===== src/hw/rtl/hrrs_pkg.sv =====
// Shared types, dimensions and index helpers for the round-robin selector.
// No dependencies; imported by every module of the block.
package hrrs_pkg;

    // Grid dimensions and their usable part (index fields are two bits)
    localparam int GROUPS          = 4;
    localparam int HOSTS_PER_GROUP = 4;
    localparam int SLOTS_PER_HOST  = 4;

    localparam int EFF_G     = (GROUPS < 4) ? GROUPS : 4;
    localparam int EFF_H     = (HOSTS_PER_GROUP < 4) ? HOSTS_PER_GROUP : 4;
    localparam int EFF_S     = (SLOTS_PER_HOST < 4) ? SLOTS_PER_HOST : 4;
    localparam int NUM_HOSTS = EFF_G * EFF_H;

    localparam int IDX_W = 2;
    localparam int ROW_W = (NUM_HOSTS > 1) ? $clog2(NUM_HOSTS) : 1;
    localparam int GI_W  = (EFF_G > 1) ? $clog2(EFF_G) : 1;

    localparam logic [IDX_W-1:0] G_LAST = IDX_W'(EFF_G - 1);
    localparam logic [IDX_W-1:0] H_LAST = IDX_W'(EFF_H - 1);
    localparam logic [IDX_W-1:0] S_LAST = IDX_W'(EFF_S - 1);

    typedef enum logic [3:0] {
        OP_ADD        = 4'd0,
        OP_REMOVE     = 4'd1,
        OP_CONNECT    = 4'd2,
        OP_DISCONNECT = 4'd3,
        OP_PICK_ANY   = 4'd4,
        OP_PICK_GROUP = 4'd5,
        OP_BCAST_GRP  = 4'd6,
        OP_BCAST_HOST = 4'd7,
        OP_BCAST_ALL  = 4'd8
    } t_op;

    typedef enum logic [2:0] {
        ST_IDLE,
        ST_PICK,
        ST_BGRP,
        ST_BHOST,
        ST_BALL,
        ST_FLUSH
    } t_state;

    // One host's slot bits
    typedef logic [EFF_S-1:0] t_row;

    // Finder result: first qualifying slot from the start position
    typedef struct packed {
        logic             hit;
        logic [IDX_W-1:0] idx;
    } t_find;

    // Step an index by one, wrapping after the last position
    function automatic logic [IDX_W-1:0] wrap_inc(input logic [IDX_W-1:0] x,
                                                  input logic [IDX_W-1:0] last_idx);
        wrap_inc = (x == last_idx) ? '0 : x + 1'b1;
    endfunction

    // Add an offset to a base index modulo a small count (both below the count)
    function automatic logic [IDX_W-1:0] wrap_add(input logic [IDX_W-1:0] base,
                                                  input logic [IDX_W-1:0] off,
                                                  input int               cnt);
        logic [IDX_W:0] sum;
        sum = {1'b0, base} + {1'b0, off};
        if (sum >= (IDX_W+1)'(cnt)) begin
            sum = sum - (IDX_W+1)'(cnt);
        end
        wrap_add = sum[IDX_W-1:0];
    endfunction

    // Flat host row of a group and host
    function automatic logic [ROW_W-1:0] row_of(input logic [IDX_W-1:0] g,
                                                input logic [IDX_W-1:0] h);
        row_of = ROW_W'(int'(g) * EFF_H + int'(h));
    endfunction

    // One-hot mask of a slot within a row
    function automatic t_row slot_mask(input logic [IDX_W-1:0] s);
        t_row m;
        for (int i = 0; i < EFF_S; i++) begin
            m[i] = (s == IDX_W'(i));
        end
        slot_mask = m;
    endfunction

    // Mask of slots at or above a position
    function automatic t_row from_mask(input logic [IDX_W-1:0] s);
        t_row m;
        for (int i = 0; i < EFF_S; i++) begin
            m[i] = (IDX_W'(i) >= s);
        end
        from_mask = m;
    endfunction

endpackage


===== src/hw/rtl/hrrs_finder.sv =====
// Rotating first-set search over one host row: the shared scan unit.
// Depends on hrrs_pkg.
module hrrs_finder
    import hrrs_pkg::*;
(
    input  t_row             i_row,
    input  logic [IDX_W-1:0] i_start,
    output t_find            o_find
);

    // Scan from the start position, wrapping; the nearest set bit wins
    always_comb begin
        logic [IDX_W-1:0] c;
        o_find = '0;
        for (int i = EFF_S - 1; i >= 0; i--) begin
            c = wrap_add(i_start, IDX_W'(i), EFF_S);
            if (|(i_row & slot_mask(c))) begin
                o_find.hit = 1'b1;
                o_find.idx = c;
            end
        end
    end

endmodule


===== src/hw/rtl/hierarchical_round_robin_selector_unit.sv =====
// Top level of the hierarchical round-robin selector: sequencer, slot state, output register.
// Depends on hrrs_pkg and hrrs_finder.
//
//  channel | direction | handshake                | payload
//  in      | to block  | i_in_valid / o_in_stall  | i_op i_group i_host i_slot
//  out     | from block| o_out_valid / i_out_stall| o_found o_out_group o_out_host o_out_slot o_last
//
// Add, remove, connect, disconnect and unknown codes are done at accept and leave the block idle.
// Picks test one host row per cycle in the shared finder while the output is free.
// Broadcast per group stops in each group at its first hit; per host tests every host row in turn.
// Broadcast all steps from each present slot to the next within a host row, then moves to the next row.
// Every broadcast, and a pick group out of range, ends in the flush state that gives the final result.
// Reset clears every slot bit and pointer; a stalled output holds the scan.
module hierarchical_round_robin_selector_unit
    import hrrs_pkg::*;
(
    input  logic             i_clk,
    input  logic             i_rst_n,
    input  logic             i_in_valid,
    output logic             o_in_stall,
    input  logic [3:0]       i_op,
    input  logic [IDX_W-1:0] i_group,
    input  logic [IDX_W-1:0] i_host,
    input  logic [IDX_W-1:0] i_slot,
    output logic             o_out_valid,
    input  logic             i_out_stall,
    output logic             o_found,
    output logic [IDX_W-1:0] o_out_group,
    output logic [IDX_W-1:0] o_out_host,
    output logic [IDX_W-1:0] o_out_slot,
    output logic             o_last
);

    // Slot state and round-robin pointers
    t_row             r_present [NUM_HOSTS];
    t_row             r_up      [NUM_HOSTS];
    logic [IDX_W-1:0] r_hptr    [NUM_HOSTS];
    logic [IDX_W-1:0] r_gptr    [EFF_G];
    logic [IDX_W-1:0] r_pool;

    // Sequencer
    t_state           r_state, n_state;
    logic [IDX_W-1:0] r_g, n_g;
    logic [IDX_W-1:0] r_hcnt, n_hcnt;
    logic [IDX_W-1:0] r_gcnt, n_gcnt;
    logic [IDX_W-1:0] r_s, n_s;
    logic             r_any, n_any;

    // Held broadcast result, waiting to learn whether it is the final one
    logic             r_pend_valid, n_pend_valid;
    logic [IDX_W-1:0] r_pend_g, n_pend_g;
    logic [IDX_W-1:0] r_pend_h, n_pend_h;
    logic [IDX_W-1:0] r_pend_s, n_pend_s;

    // Output register
    logic             r_out_valid, n_out_valid;
    logic             r_out_found, n_out_found;
    logic [IDX_W-1:0] r_out_g, n_out_g;
    logic [IDX_W-1:0] r_out_h, n_out_h;
    logic [IDX_W-1:0] r_out_s, n_out_s;
    logic             r_out_last, n_out_last;

    // Datapath
    logic             accept, out_free, in_ok;
    logic [IDX_W-1:0] gptr_cur, cur_h, hptr_cur;
    logic [ROW_W-1:0] row_addr;
    t_row             row_pres, row_up, fnd_row, smask;
    logic [IDX_W-1:0] fnd_start;
    t_find            fnd;
    logic             h_last, g_last, gc_last;

    // Write strobes
    logic             pres_we, up_we, hp_we, gp_we, pool_we;
    t_row             pres_wd, up_wd;
    logic [IDX_W-1:0] hp_wd, gp_wd, pool_wd;

    // Result moves
    logic             rec;
    logic [IDX_W-1:0] rec_g, rec_h, rec_s;

    assign accept     = i_in_valid && (r_state == ST_IDLE);
    assign o_in_stall = (r_state != ST_IDLE);
    assign out_free   = !r_out_valid || !i_out_stall;

    assign in_ok = ({1'b0, i_group} < (IDX_W+1)'(EFF_G)) &&
                   ({1'b0, i_host}  < (IDX_W+1)'(EFF_H)) &&
                   ({1'b0, i_slot}  < (IDX_W+1)'(EFF_S));

    // Select the host row under test: input address when idle, scan position otherwise
    assign gptr_cur = r_gptr[r_g[GI_W-1:0]];
    assign cur_h    = (r_state == ST_PICK || r_state == ST_BGRP) ?
                      wrap_add(gptr_cur, r_hcnt, EFF_H) : r_hcnt;
    assign row_addr = (r_state == ST_IDLE) ? row_of(i_group, i_host) : row_of(r_g, cur_h);
    assign row_pres = r_present[row_addr];
    assign row_up   = r_up[row_addr];
    assign hptr_cur = r_hptr[row_addr];
    assign smask    = slot_mask(i_slot);

    assign fnd_row   = (r_state == ST_BALL) ? (row_pres & from_mask(r_s)) : (row_pres & row_up);
    assign fnd_start = (r_state == ST_BALL) ? r_s : hptr_cur;

    hrrs_finder u_finder (
        .i_row   (fnd_row),
        .i_start (fnd_start),
        .o_find  (fnd)
    );

    assign h_last  = (r_hcnt == H_LAST);
    assign g_last  = (r_g == G_LAST);
    assign gc_last = (r_gcnt == G_LAST);

    // Next state
    always_comb begin
        n_state = r_state;
        unique case (r_state)
            ST_IDLE: begin
                if (accept) begin
                    unique case (t_op'(i_op))
                        OP_PICK_ANY:   n_state = ST_PICK;
                        OP_PICK_GROUP: n_state = ({1'b0, i_group} < (IDX_W+1)'(EFF_G)) ?
                                                 ST_PICK : ST_FLUSH;
                        OP_BCAST_GRP:  n_state = ST_BGRP;
                        OP_BCAST_HOST: n_state = ST_BHOST;
                        OP_BCAST_ALL:  n_state = ST_BALL;
                        default:       n_state = ST_IDLE;
                    endcase
                end
            end
            ST_PICK: begin
                if (out_free && (fnd.hit || (h_last && (!r_any || gc_last)))) begin
                    n_state = ST_IDLE;
                end
            end
            ST_BGRP: begin
                if (out_free && (fnd.hit || h_last) && g_last) begin
                    n_state = ST_FLUSH;
                end
            end
            ST_BHOST: begin
                if (out_free && h_last && g_last) begin
                    n_state = ST_FLUSH;
                end
            end
            ST_BALL: begin
                if (out_free && (!fnd.hit || fnd.idx == S_LAST) && h_last && g_last) begin
                    n_state = ST_FLUSH;
                end
            end
            ST_FLUSH: begin
                if (out_free) begin
                    n_state = ST_IDLE;
                end
            end
            default: n_state = ST_IDLE;
        endcase
    end

    // Sequencer outputs: state writes, scan position, results
    always_comb begin
        n_g          = r_g;
        n_hcnt       = r_hcnt;
        n_gcnt       = r_gcnt;
        n_s          = r_s;
        n_any        = r_any;
        n_pend_valid = r_pend_valid;
        n_pend_g     = r_pend_g;
        n_pend_h     = r_pend_h;
        n_pend_s     = r_pend_s;
        n_out_valid  = r_out_valid && i_out_stall;
        n_out_found  = r_out_found;
        n_out_g      = r_out_g;
        n_out_h      = r_out_h;
        n_out_s      = r_out_s;
        n_out_last   = r_out_last;
        pres_we      = 1'b0;
        up_we        = 1'b0;
        hp_we        = 1'b0;
        gp_we        = 1'b0;
        pool_we      = 1'b0;
        pres_wd      = row_pres;
        up_wd        = row_up;
        hp_wd        = wrap_inc(fnd.idx, S_LAST);
        gp_wd        = wrap_inc(cur_h, H_LAST);
        pool_wd      = wrap_inc(r_g, G_LAST);
        rec          = 1'b0;
        rec_g        = r_g;
        rec_h        = cur_h;
        rec_s        = fnd.idx;

        unique case (r_state)
            ST_IDLE: begin
                if (accept) begin
                    n_hcnt       = '0;
                    n_gcnt       = '0;
                    n_s          = '0;
                    n_g          = '0;
                    n_pend_valid = 1'b0;
                    unique case (t_op'(i_op))
                        OP_ADD: begin
                            pres_we = in_ok;
                            pres_wd = row_pres | smask;
                        end
                        OP_REMOVE: begin
                            pres_we = in_ok;
                            up_we   = in_ok;
                            pres_wd = row_pres & ~smask;
                            up_wd   = row_up & ~smask;
                            // Move the host pointer off a removed slot
                            hp_we   = in_ok && (|(row_pres & smask)) && (hptr_cur == i_slot);
                            hp_wd   = wrap_inc(i_slot, S_LAST);
                        end
                        OP_CONNECT: begin
                            up_we = in_ok;
                            up_wd = row_up | smask;
                        end
                        OP_DISCONNECT: begin
                            up_we = in_ok;
                            up_wd = row_up & ~smask;
                        end
                        OP_PICK_ANY: begin
                            n_g   = r_pool;
                            n_any = 1'b1;
                        end
                        OP_PICK_GROUP: begin
                            n_g   = i_group;
                            n_any = 1'b0;
                        end
                        default: ;
                    endcase
                end
            end
            ST_PICK: begin
                if (out_free) begin
                    if (fnd.hit) begin
                        hp_we       = 1'b1;
                        gp_we       = 1'b1;
                        pool_we     = r_any;
                        n_out_valid = 1'b1;
                        n_out_found = 1'b1;
                        n_out_g     = r_g;
                        n_out_h     = cur_h;
                        n_out_s     = fnd.idx;
                        n_out_last  = 1'b1;
                    end else if (h_last) begin
                        if (r_any && !gc_last) begin
                            // Advance to the next group of the pool
                            n_g    = wrap_inc(r_g, G_LAST);
                            n_gcnt = r_gcnt + 1'b1;
                            n_hcnt = '0;
                        end else begin
                            n_out_valid = 1'b1;
                            n_out_found = 1'b0;
                            n_out_g     = '0;
                            n_out_h     = '0;
                            n_out_s     = '0;
                            n_out_last  = 1'b1;
                        end
                    end else begin
                        n_hcnt = r_hcnt + 1'b1;
                    end
                end
            end
            ST_BGRP: begin
                if (out_free) begin
                    if (fnd.hit) begin
                        hp_we = 1'b1;
                        gp_we = 1'b1;
                        rec   = 1'b1;
                    end
                    if (fnd.hit || h_last) begin
                        n_hcnt = '0;
                        n_g    = wrap_inc(r_g, G_LAST);
                    end else begin
                        n_hcnt = r_hcnt + 1'b1;
                    end
                end
            end
            ST_BHOST: begin
                if (out_free) begin
                    if (fnd.hit) begin
                        hp_we = 1'b1;
                        rec   = 1'b1;
                    end
                    if (h_last) begin
                        n_hcnt = '0;
                        n_g    = wrap_inc(r_g, G_LAST);
                    end else begin
                        n_hcnt = r_hcnt + 1'b1;
                    end
                end
            end
            ST_BALL: begin
                if (out_free) begin
                    rec = fnd.hit;
                    if (fnd.hit && fnd.idx != S_LAST) begin
                        // More slots may follow in this row
                        n_s = fnd.idx + 1'b1;
                    end else begin
                        n_s = '0;
                        if (h_last) begin
                            n_hcnt = '0;
                            n_g    = wrap_inc(r_g, G_LAST);
                        end else begin
                            n_hcnt = r_hcnt + 1'b1;
                        end
                    end
                end
            end
            ST_FLUSH: begin
                if (out_free) begin
                    n_out_valid  = 1'b1;
                    n_out_found  = r_pend_valid;
                    n_out_g      = r_pend_valid ? r_pend_g : '0;
                    n_out_h      = r_pend_valid ? r_pend_h : '0;
                    n_out_s      = r_pend_valid ? r_pend_s : '0;
                    n_out_last   = 1'b1;
                    n_pend_valid = 1'b0;
                end
            end
            default: ;
        endcase

        // Release the held result and hold the new one
        if (rec) begin
            if (r_pend_valid) begin
                n_out_valid = 1'b1;
                n_out_found = 1'b1;
                n_out_g     = r_pend_g;
                n_out_h     = r_pend_h;
                n_out_s     = r_pend_s;
                n_out_last  = 1'b0;
            end
            n_pend_valid = 1'b1;
            n_pend_g     = rec_g;
            n_pend_h     = rec_h;
            n_pend_s     = rec_s;
        end
    end

    // Control state and slot state
    always_ff @(posedge i_clk) begin
        if (!i_rst_n) begin
            r_state      <= ST_IDLE;
            r_out_valid  <= 1'b0;
            r_pend_valid <= 1'b0;
            r_pool       <= '0;
            for (int i = 0; i < NUM_HOSTS; i++) begin
                r_present[i] <= '0;
                r_up[i]      <= '0;
                r_hptr[i]    <= '0;
            end
            for (int i = 0; i < EFF_G; i++) begin
                r_gptr[i] <= '0;
            end
        end else begin
            r_state      <= n_state;
            r_out_valid  <= n_out_valid;
            r_pend_valid <= n_pend_valid;
            if (pres_we) begin
                r_present[row_addr] <= pres_wd;
            end
            if (up_we) begin
                r_up[row_addr] <= up_wd;
            end
            if (hp_we) begin
                r_hptr[row_addr] <= hp_wd;
            end
            if (gp_we) begin
                r_gptr[r_g[GI_W-1:0]] <= gp_wd;
            end
            if (pool_we) begin
                r_pool <= pool_wd;
            end
        end
    end

    // Scan position and payload
    always_ff @(posedge i_clk) begin
        r_g         <= n_g;
        r_hcnt      <= n_hcnt;
        r_gcnt      <= n_gcnt;
        r_s         <= n_s;
        r_any       <= n_any;
        r_pend_g    <= n_pend_g;
        r_pend_h    <= n_pend_h;
        r_pend_s    <= n_pend_s;
        r_out_found <= n_out_found;
        r_out_g     <= n_out_g;
        r_out_h     <= n_out_h;
        r_out_s     <= n_out_s;
        r_out_last  <= n_out_last;
    end

    assign o_out_valid = r_out_valid;
    assign o_found     = r_out_found;
    assign o_out_group = r_out_g;
    assign o_out_host  = r_out_h;
    assign o_out_slot  = r_out_s;
    assign o_last      = r_out_last;

endmodule


===== config.mk =====
export PLATFORM = sky130hd
export DESIGN_NAME = hierarchical_round_robin_selector_unit
export DESIGN_NICKNAME = d
export VERILOG_FILES = /design/src/hw/rtl/hrrs_pkg.sv /design/src/hw/rtl/hrrs_finder.sv /design/src/hw/rtl/hierarchical_round_robin_selector_unit.sv
export SDC_FILE = /design/constraint.sdc
export NUM_CORES = 1
export LEC_CHECK = 0
export BUFFER_PORTS_ARGS = -buffer_cell sky130_fd_sc_hd__buf_2
export CAP_MARGIN = 10
export CORE_UTILIZATION = 63
export CTS_CLUSTER_DIAMETER = 80
export DETAILED_ROUTE_END_ITERATION = 8
export PLACE_DENSITY = 0.8
export SYNTH_ARGS = -nofsm -noshare
export SYNTH_HDL_FRONTEND = slang
export SYNTH_SLANG_ARGS = --single-unit

===== constraint.sdc =====
create_clock -name i_clk -period 5.95 [get_ports i_clk]
set_clock_uncertainty 0.1 [all_clocks]
set_input_delay 1.19 -clock i_clk [delete_from_list [all_inputs] [get_ports i_clk]]
set_output_delay 1.19 -clock i_clk [all_outputs]
set_load 0.005 [all_outputs]

* Yosys cells after proc, flatten, opt, wreduce, memory -nomap -nowiden *
Memories as Yosys holds them, arrays and structs flattened. A register that Yosys moved wholly into a read port is not among the register bits.
Cells that the tools add are included.

operators by class
  divide/modulo/power cells = 0
  reduce and logical (&&, ||, !) cells = 61
  shifts and indexed selects = 0
  $lt $le $gt $ge = 9
  add/subtract/negate cells = 17
  multiplexer cells = 166
  bitwise logic cells = 12
  equality and inequality tests = 53
  multipliers = 0

operator list
  kind                   number
  $mux W2                70
  $mux W1                56
  $mux W4                11
  $and A4 B4 Y4          9
  $eq A2 B2 Y1 const B   15
  $mux W3                10
  $reduce_or A4 Y1       7
  $pmux W2 S2            6
  $ne A2 B2 Y1 const B   11
  $pmux W2 S5            2
  $pmux W3 S6            1
  $eq A4 B3 Y1 const B   4
  $pmux W4 S2            2
  $logic_and A1 B1 Y1    14
  $pmux W1 S2            7
  $reduce_or A2 Y1       7
  $add A2 B1 Y2 const B  6
  $ge A3 B3 Y1 const B   4
  $pmux W3 S4            1
  $reduce_and A6 Y1      2
  $reduce_and A11 Y1     1
  $eq A2 B1 Y1 const B   5
  $logic_not A2 Y1       5
  $ne A2 B1 Y1 const B   5
  29 further kinds       57

storage, ports and cells
  bits of input ports = 14
  bits in registers = 30
  bits in writable memories = 168
  memories kept = 4
  output and inout bits = 10
  word-level logic and storage cells = 339
  bits in latches = 0
  ROM bits = 0

memories
  name       words  bits a word  read ports  clocked after memory_dff  wr ports  RTL line                                      RTL
  r_present  16     4            1           0                         16        hierarchical_round_robin_selector_unit.sv:35  t_row r_present [NUM_HOSTS];
  r_up       16     4            1           0                         16        hierarchical_round_robin_selector_unit.sv:36  t_row r_up [NUM_HOSTS];
  r_hptr     16     2            1           0                         16        hierarchical_round_robin_selector_unit.sv:37  logic [IDX_W-1:0] r_hptr [NUM_HOSTS];
  r_gptr     4      2            1           1                         4         hierarchical_round_robin_selector_unit.sv:38  logic [IDX_W-1:0] r_gptr [EFF_G];

* Logic depth before layout (Yosys ltp) *
An unclocked memory read counts as a cell.

  depth after elaboration = 26
  depth in mapped cells = 19
  depth with buffers taken out = 17

* By module *
A second synthesis with hierarchy kept.

unflattened totals
  cell total of the unflattened synthesis = 1,071
  area total of the unflattened synthesis = 11,345.9 um^2

by module, submodules not included
  module                                  instances  area an instance (um^2)  seq. area each (um^2)  cells an instance
  hierarchical_round_robin_selector_unit  1          11,119.4                 5,835.6                1,040
  hrrs_finder                             1          226.5                    0.0                    31

* Worst setup path before layout *
No wires, ideal clock.

  path type = reg-to-reg
  from = reg with a tool-made name
  to = reg with a tool-made name
  arrival = 4.550 ns
  data required time = 5.729 ns
  slack = 1.179 ns
  cell stages (with the launch flop) = 18
  setup time = 0.121 ns
  path through = dfxtp_1 mux4_2 ha_1 mux2i_1 a22o_1 nor2_1 buf_1 mux2_2 nor3_1 a41oi_1 a31oi_2 mux2_2 o211a_1 ha_1 o21ai_0 nor2_1 a21oi_1 mux2_2

==> impl_metrics.csv <==
group,metric,value,unit
clock_network,clkTransAtPathRegs,0.07,ns
sta,timing.final.crit_share,91.3,%
floorplanning,core_area,16600,um2
layout,stdcell_area,11700,um2
floorplanning,ios,24,
synth,syn_nets,1062,
clock_network,cts_max_level,4,
global_route,antenna_found_initial,0,
sta,tns,0,ns
place,place_area,11100,um2
sta,rsz0062_at_grt,"false",
layout,final_util,70.4,%
critical_path,path_cells,"mux4_2 -> ha_1 -> mux2i_1 -> a22o_1 -> nor2_4 -> buf_4 -> mux2i_1 -> a221oi_1 -> o221a_2 -> a31oi_2 -> mux2_2 -> o211a_1 -> ha_1 -> o21ai_0 -> nor2_1 -> a21oi_1 -> mux2_2",
clock_network,clock-sinks,200,
place,routabilityCongestion,0.962,
clock_network,cts_buffer_depth,2,
global_route,grt_pass1_wl,43800,um
clock_network,cts_made_buffers,17,
power_and_ir_drop,powerDensity,486,nW/um2
clock_network,insertion_delay,0.45,ns
clock_network,cts_root_buf,"clkbuf_16",
floorplanning,placementRows,47,
clock_network,cts_resized,0,
synth,syn_area,10800,um2
drt,drt_iter0_markers,1076,
critical_path,cp.arrival,5.67,ns
critical_path,path_class,"flip-flop to flip-flop",
sta,fmax,0.184,GHz
global_route,use_met2,51.8,%
critical_path,crit_buf_inv,1,
critical_path,cp_max_fo,18,
floorplanning,fp.dieW,133,um
floorplanning,start_util,64.8,%
drt,postRouteAntennaNets,0,
sta,relSlewSlack,22.3,%
floorplanning,dieArea,17600,um2
hold_path,hold_path_class,"flip-flop to flip-flop",
synth,synth_top_area_share,51.0,%
global_route,grt_use_met3,6.51,%
drt,num_vias,8454,
synth,ys.flop_type,"edfxtp_1",
sta,min_period,5.43,ns
sta,timing_hold_violations_final,0,
synth,syn_inst,1039,
layout,layout-area-overhead-vs-synth,8.77,%
clock_network,cts_setup_buffers,0,
layout,drive_above_1_share,10.6,%
clock_network,postCtsHoldBufs,0,
drt,routed_via_density,6.63,
synth,ys_ff_latch,200,
synth,synth_edf_count,183,
synth,synthMostInstantiatedCell,"nor2_1",
layout,fillers,1192,
power_and_ir_drop,p_leak,0.00448,uW
drt,wl_per_cell,22.1,um
drt,drc,0,
sta,worst_slack,0.518,ns
global_route,grt_max_degree,57,
clock_network,cts_tree,"done",
critical_path,cp_slowest_cell,"mux4_2",
outcome,status,"completed",
critical_path,startpoint_type,"flip-flop",
layout,n_antenna_cell,0,
synth,synth_common_cells,"nor2_1 (212), edfxtp_1 (183), nand2_1 (135)",
flow_run,cap_violations,0,
place,dp_hpwl,19000,um
synth,synth_async_sr_flop_share,0,%
global_route,grt_overflow,0,
critical_path,slowest_delay,0.54,ns
place,port_buffers,23,
drt,finalWirelength,28200,um
global_route,grtUsageTotal,33.0,%
place,pre_cts_slack,0.670,ns
global_route,grt-busiest-layer,"met2",
sta,maxSlewViolCount,0,
global_route,met1_usage,44.8,%
critical_path,crit_family,"compound AO/OA/AOI/OAI gates",
critical_path,required,6.19,ns
synth,ys_warn_count,0,
power_and_ir_drop,ir_drop,0.347,mV
synth,postSynthAreaPerCell,10.4,um2
layout,nNetsFinal,1065,
synth,seq_area_frac_synth,54.2,%
synth,synth.distinct_cells,76,
sta,worst-slew-pin-transition,1.16,ns
sta,whs,0.359,ns
synth,yosysTopAreaCell,"edfxtp_1",
floorplanning,die_height,133,um
drt,drt_pass1_iterations,8,
sta,finalSetupViolCount,0,
critical_path,end_kind,"flip-flop",
global_route,grt_pass1_vias,7794,
synth,yosys-top-cells-area,"edfxtp_1 (51%), mux2i_1 (9.1%), nor2_1 (7.4%)",
## worst reg2reg max path, cell delays in order, from the launching register on
cell and delay (ns):
dfxtp_1 0.38, mux4_2 0.54, ha_1 0.43, mux2i_1 0.13, a22o_1 0.34, nor2_4 0.13, buf_4 0.27, mux2i_1 0.32
a221oi_1 0.14, o221a_2 0.37, a31oi_2 0.31, mux2_2 0.37, o211a_1 0.25, ha_1 0.24, o21ai_0 0.28, nor2_1 0.07
a21oi_1 0.27, mux2_2 0.37
## where the power goes
| part | internal (uW) | total, uW | leakage, uW | switching (uW) |
|---|---|---|---|---|
| Combinational | 848 | 2590 | 0.00216 | 1740 |
| Sequential | 1700 | 1810 | 0.00200 | 112 |
| Clock | 754 | 1290 | 0.000310 | 540 |
| Total | 3300 | 5690 | 0.00448 | 2390 |
## per-stage QoR
step | total power, uW | cells
after floorplan | 3630 | 1039
after global placement | 4310 | 1243
after detailed placement | 4350 | 1243
after CTS | 5620 | 1275
after global routing | 5910 | 1275
final | 5690 | 1275
## registers in the layout, summed over array words and instances (netlist names), 2 cells and up, named ones only
signal       cells
r_present       64
r_gcnt           2
r_pend_s         2
o_out_group      2
r_gptr           8
r_pool           2
r_g              2
r_pend_g         2
o_out_host       2
r_hcnt           2
r_state          3
r_s              2
r_hptr          32
r_pend_h         2
r_up            64
o_out_slot       2
## layout make-up
| cell class | instances | area (um2) | area share (%) |
|---|---|---|---|
| clock buffers | 19 | 433 | 3.69 |
| clock inverters | 13 | 216 | 1.85 |
| inverters | 14 | 52.6 | 0.448 |
| multi-input cells | 763 | 4620 | 39.4 |
| flip-flops and latches | 200 | 5840 | 49.8 |
| well taps | 220 | 275 | 2.35 |
| repair buffers | 46 | 288 | 2.46 |
## kinds of logic after synthesis
group / synth area share, %
simple gates: 19.2
buf+inv: 3.20
compound gates: 11.0
mux: 11.1
xor+xnor: 0.325
fa+ha+maj: 1.04
flops: 54.2
## placed cells by master (no fill, tap or decap), drive strengths merged, types with 19 or more instances in the layout
cell type / n
o21ai: 35
clkbuf: 19
nand2: 135
nand3: 31
buf: 46
nor3: 34
edfxtp: 183
mux2i: 99
a21oi: 27
nor2: 212
## path summary, 6_finish.rpt
check                              from                endpoint  slack (ns)  cells after the start
setup / recovery              flip-flop               flip-flop        0.52                     17
setup reg to reg              flip-flop               flip-flop        0.52                     17
hold reg to reg   r_pend_g[0]$_DFFE_PP_  o_out_group[0]$_DFF_P_        0.36                      1
hold / removal    r_pend_g[0]$_DFFE_PP_  o_out_group[0]$_DFF_P_        0.36                      1
## metal layers
metal / share of wire (%) / vias up / wire [um]
li1: - / 3802 / -
met1: 40 / 4034 / 11200
met2: 47 / 527 / 13200
met3: 9.8 / 91 / 2750
met4: 3.6 / 0 / 1030
met5: 0 / - / 0
Power figures use the tool's default switching activity.
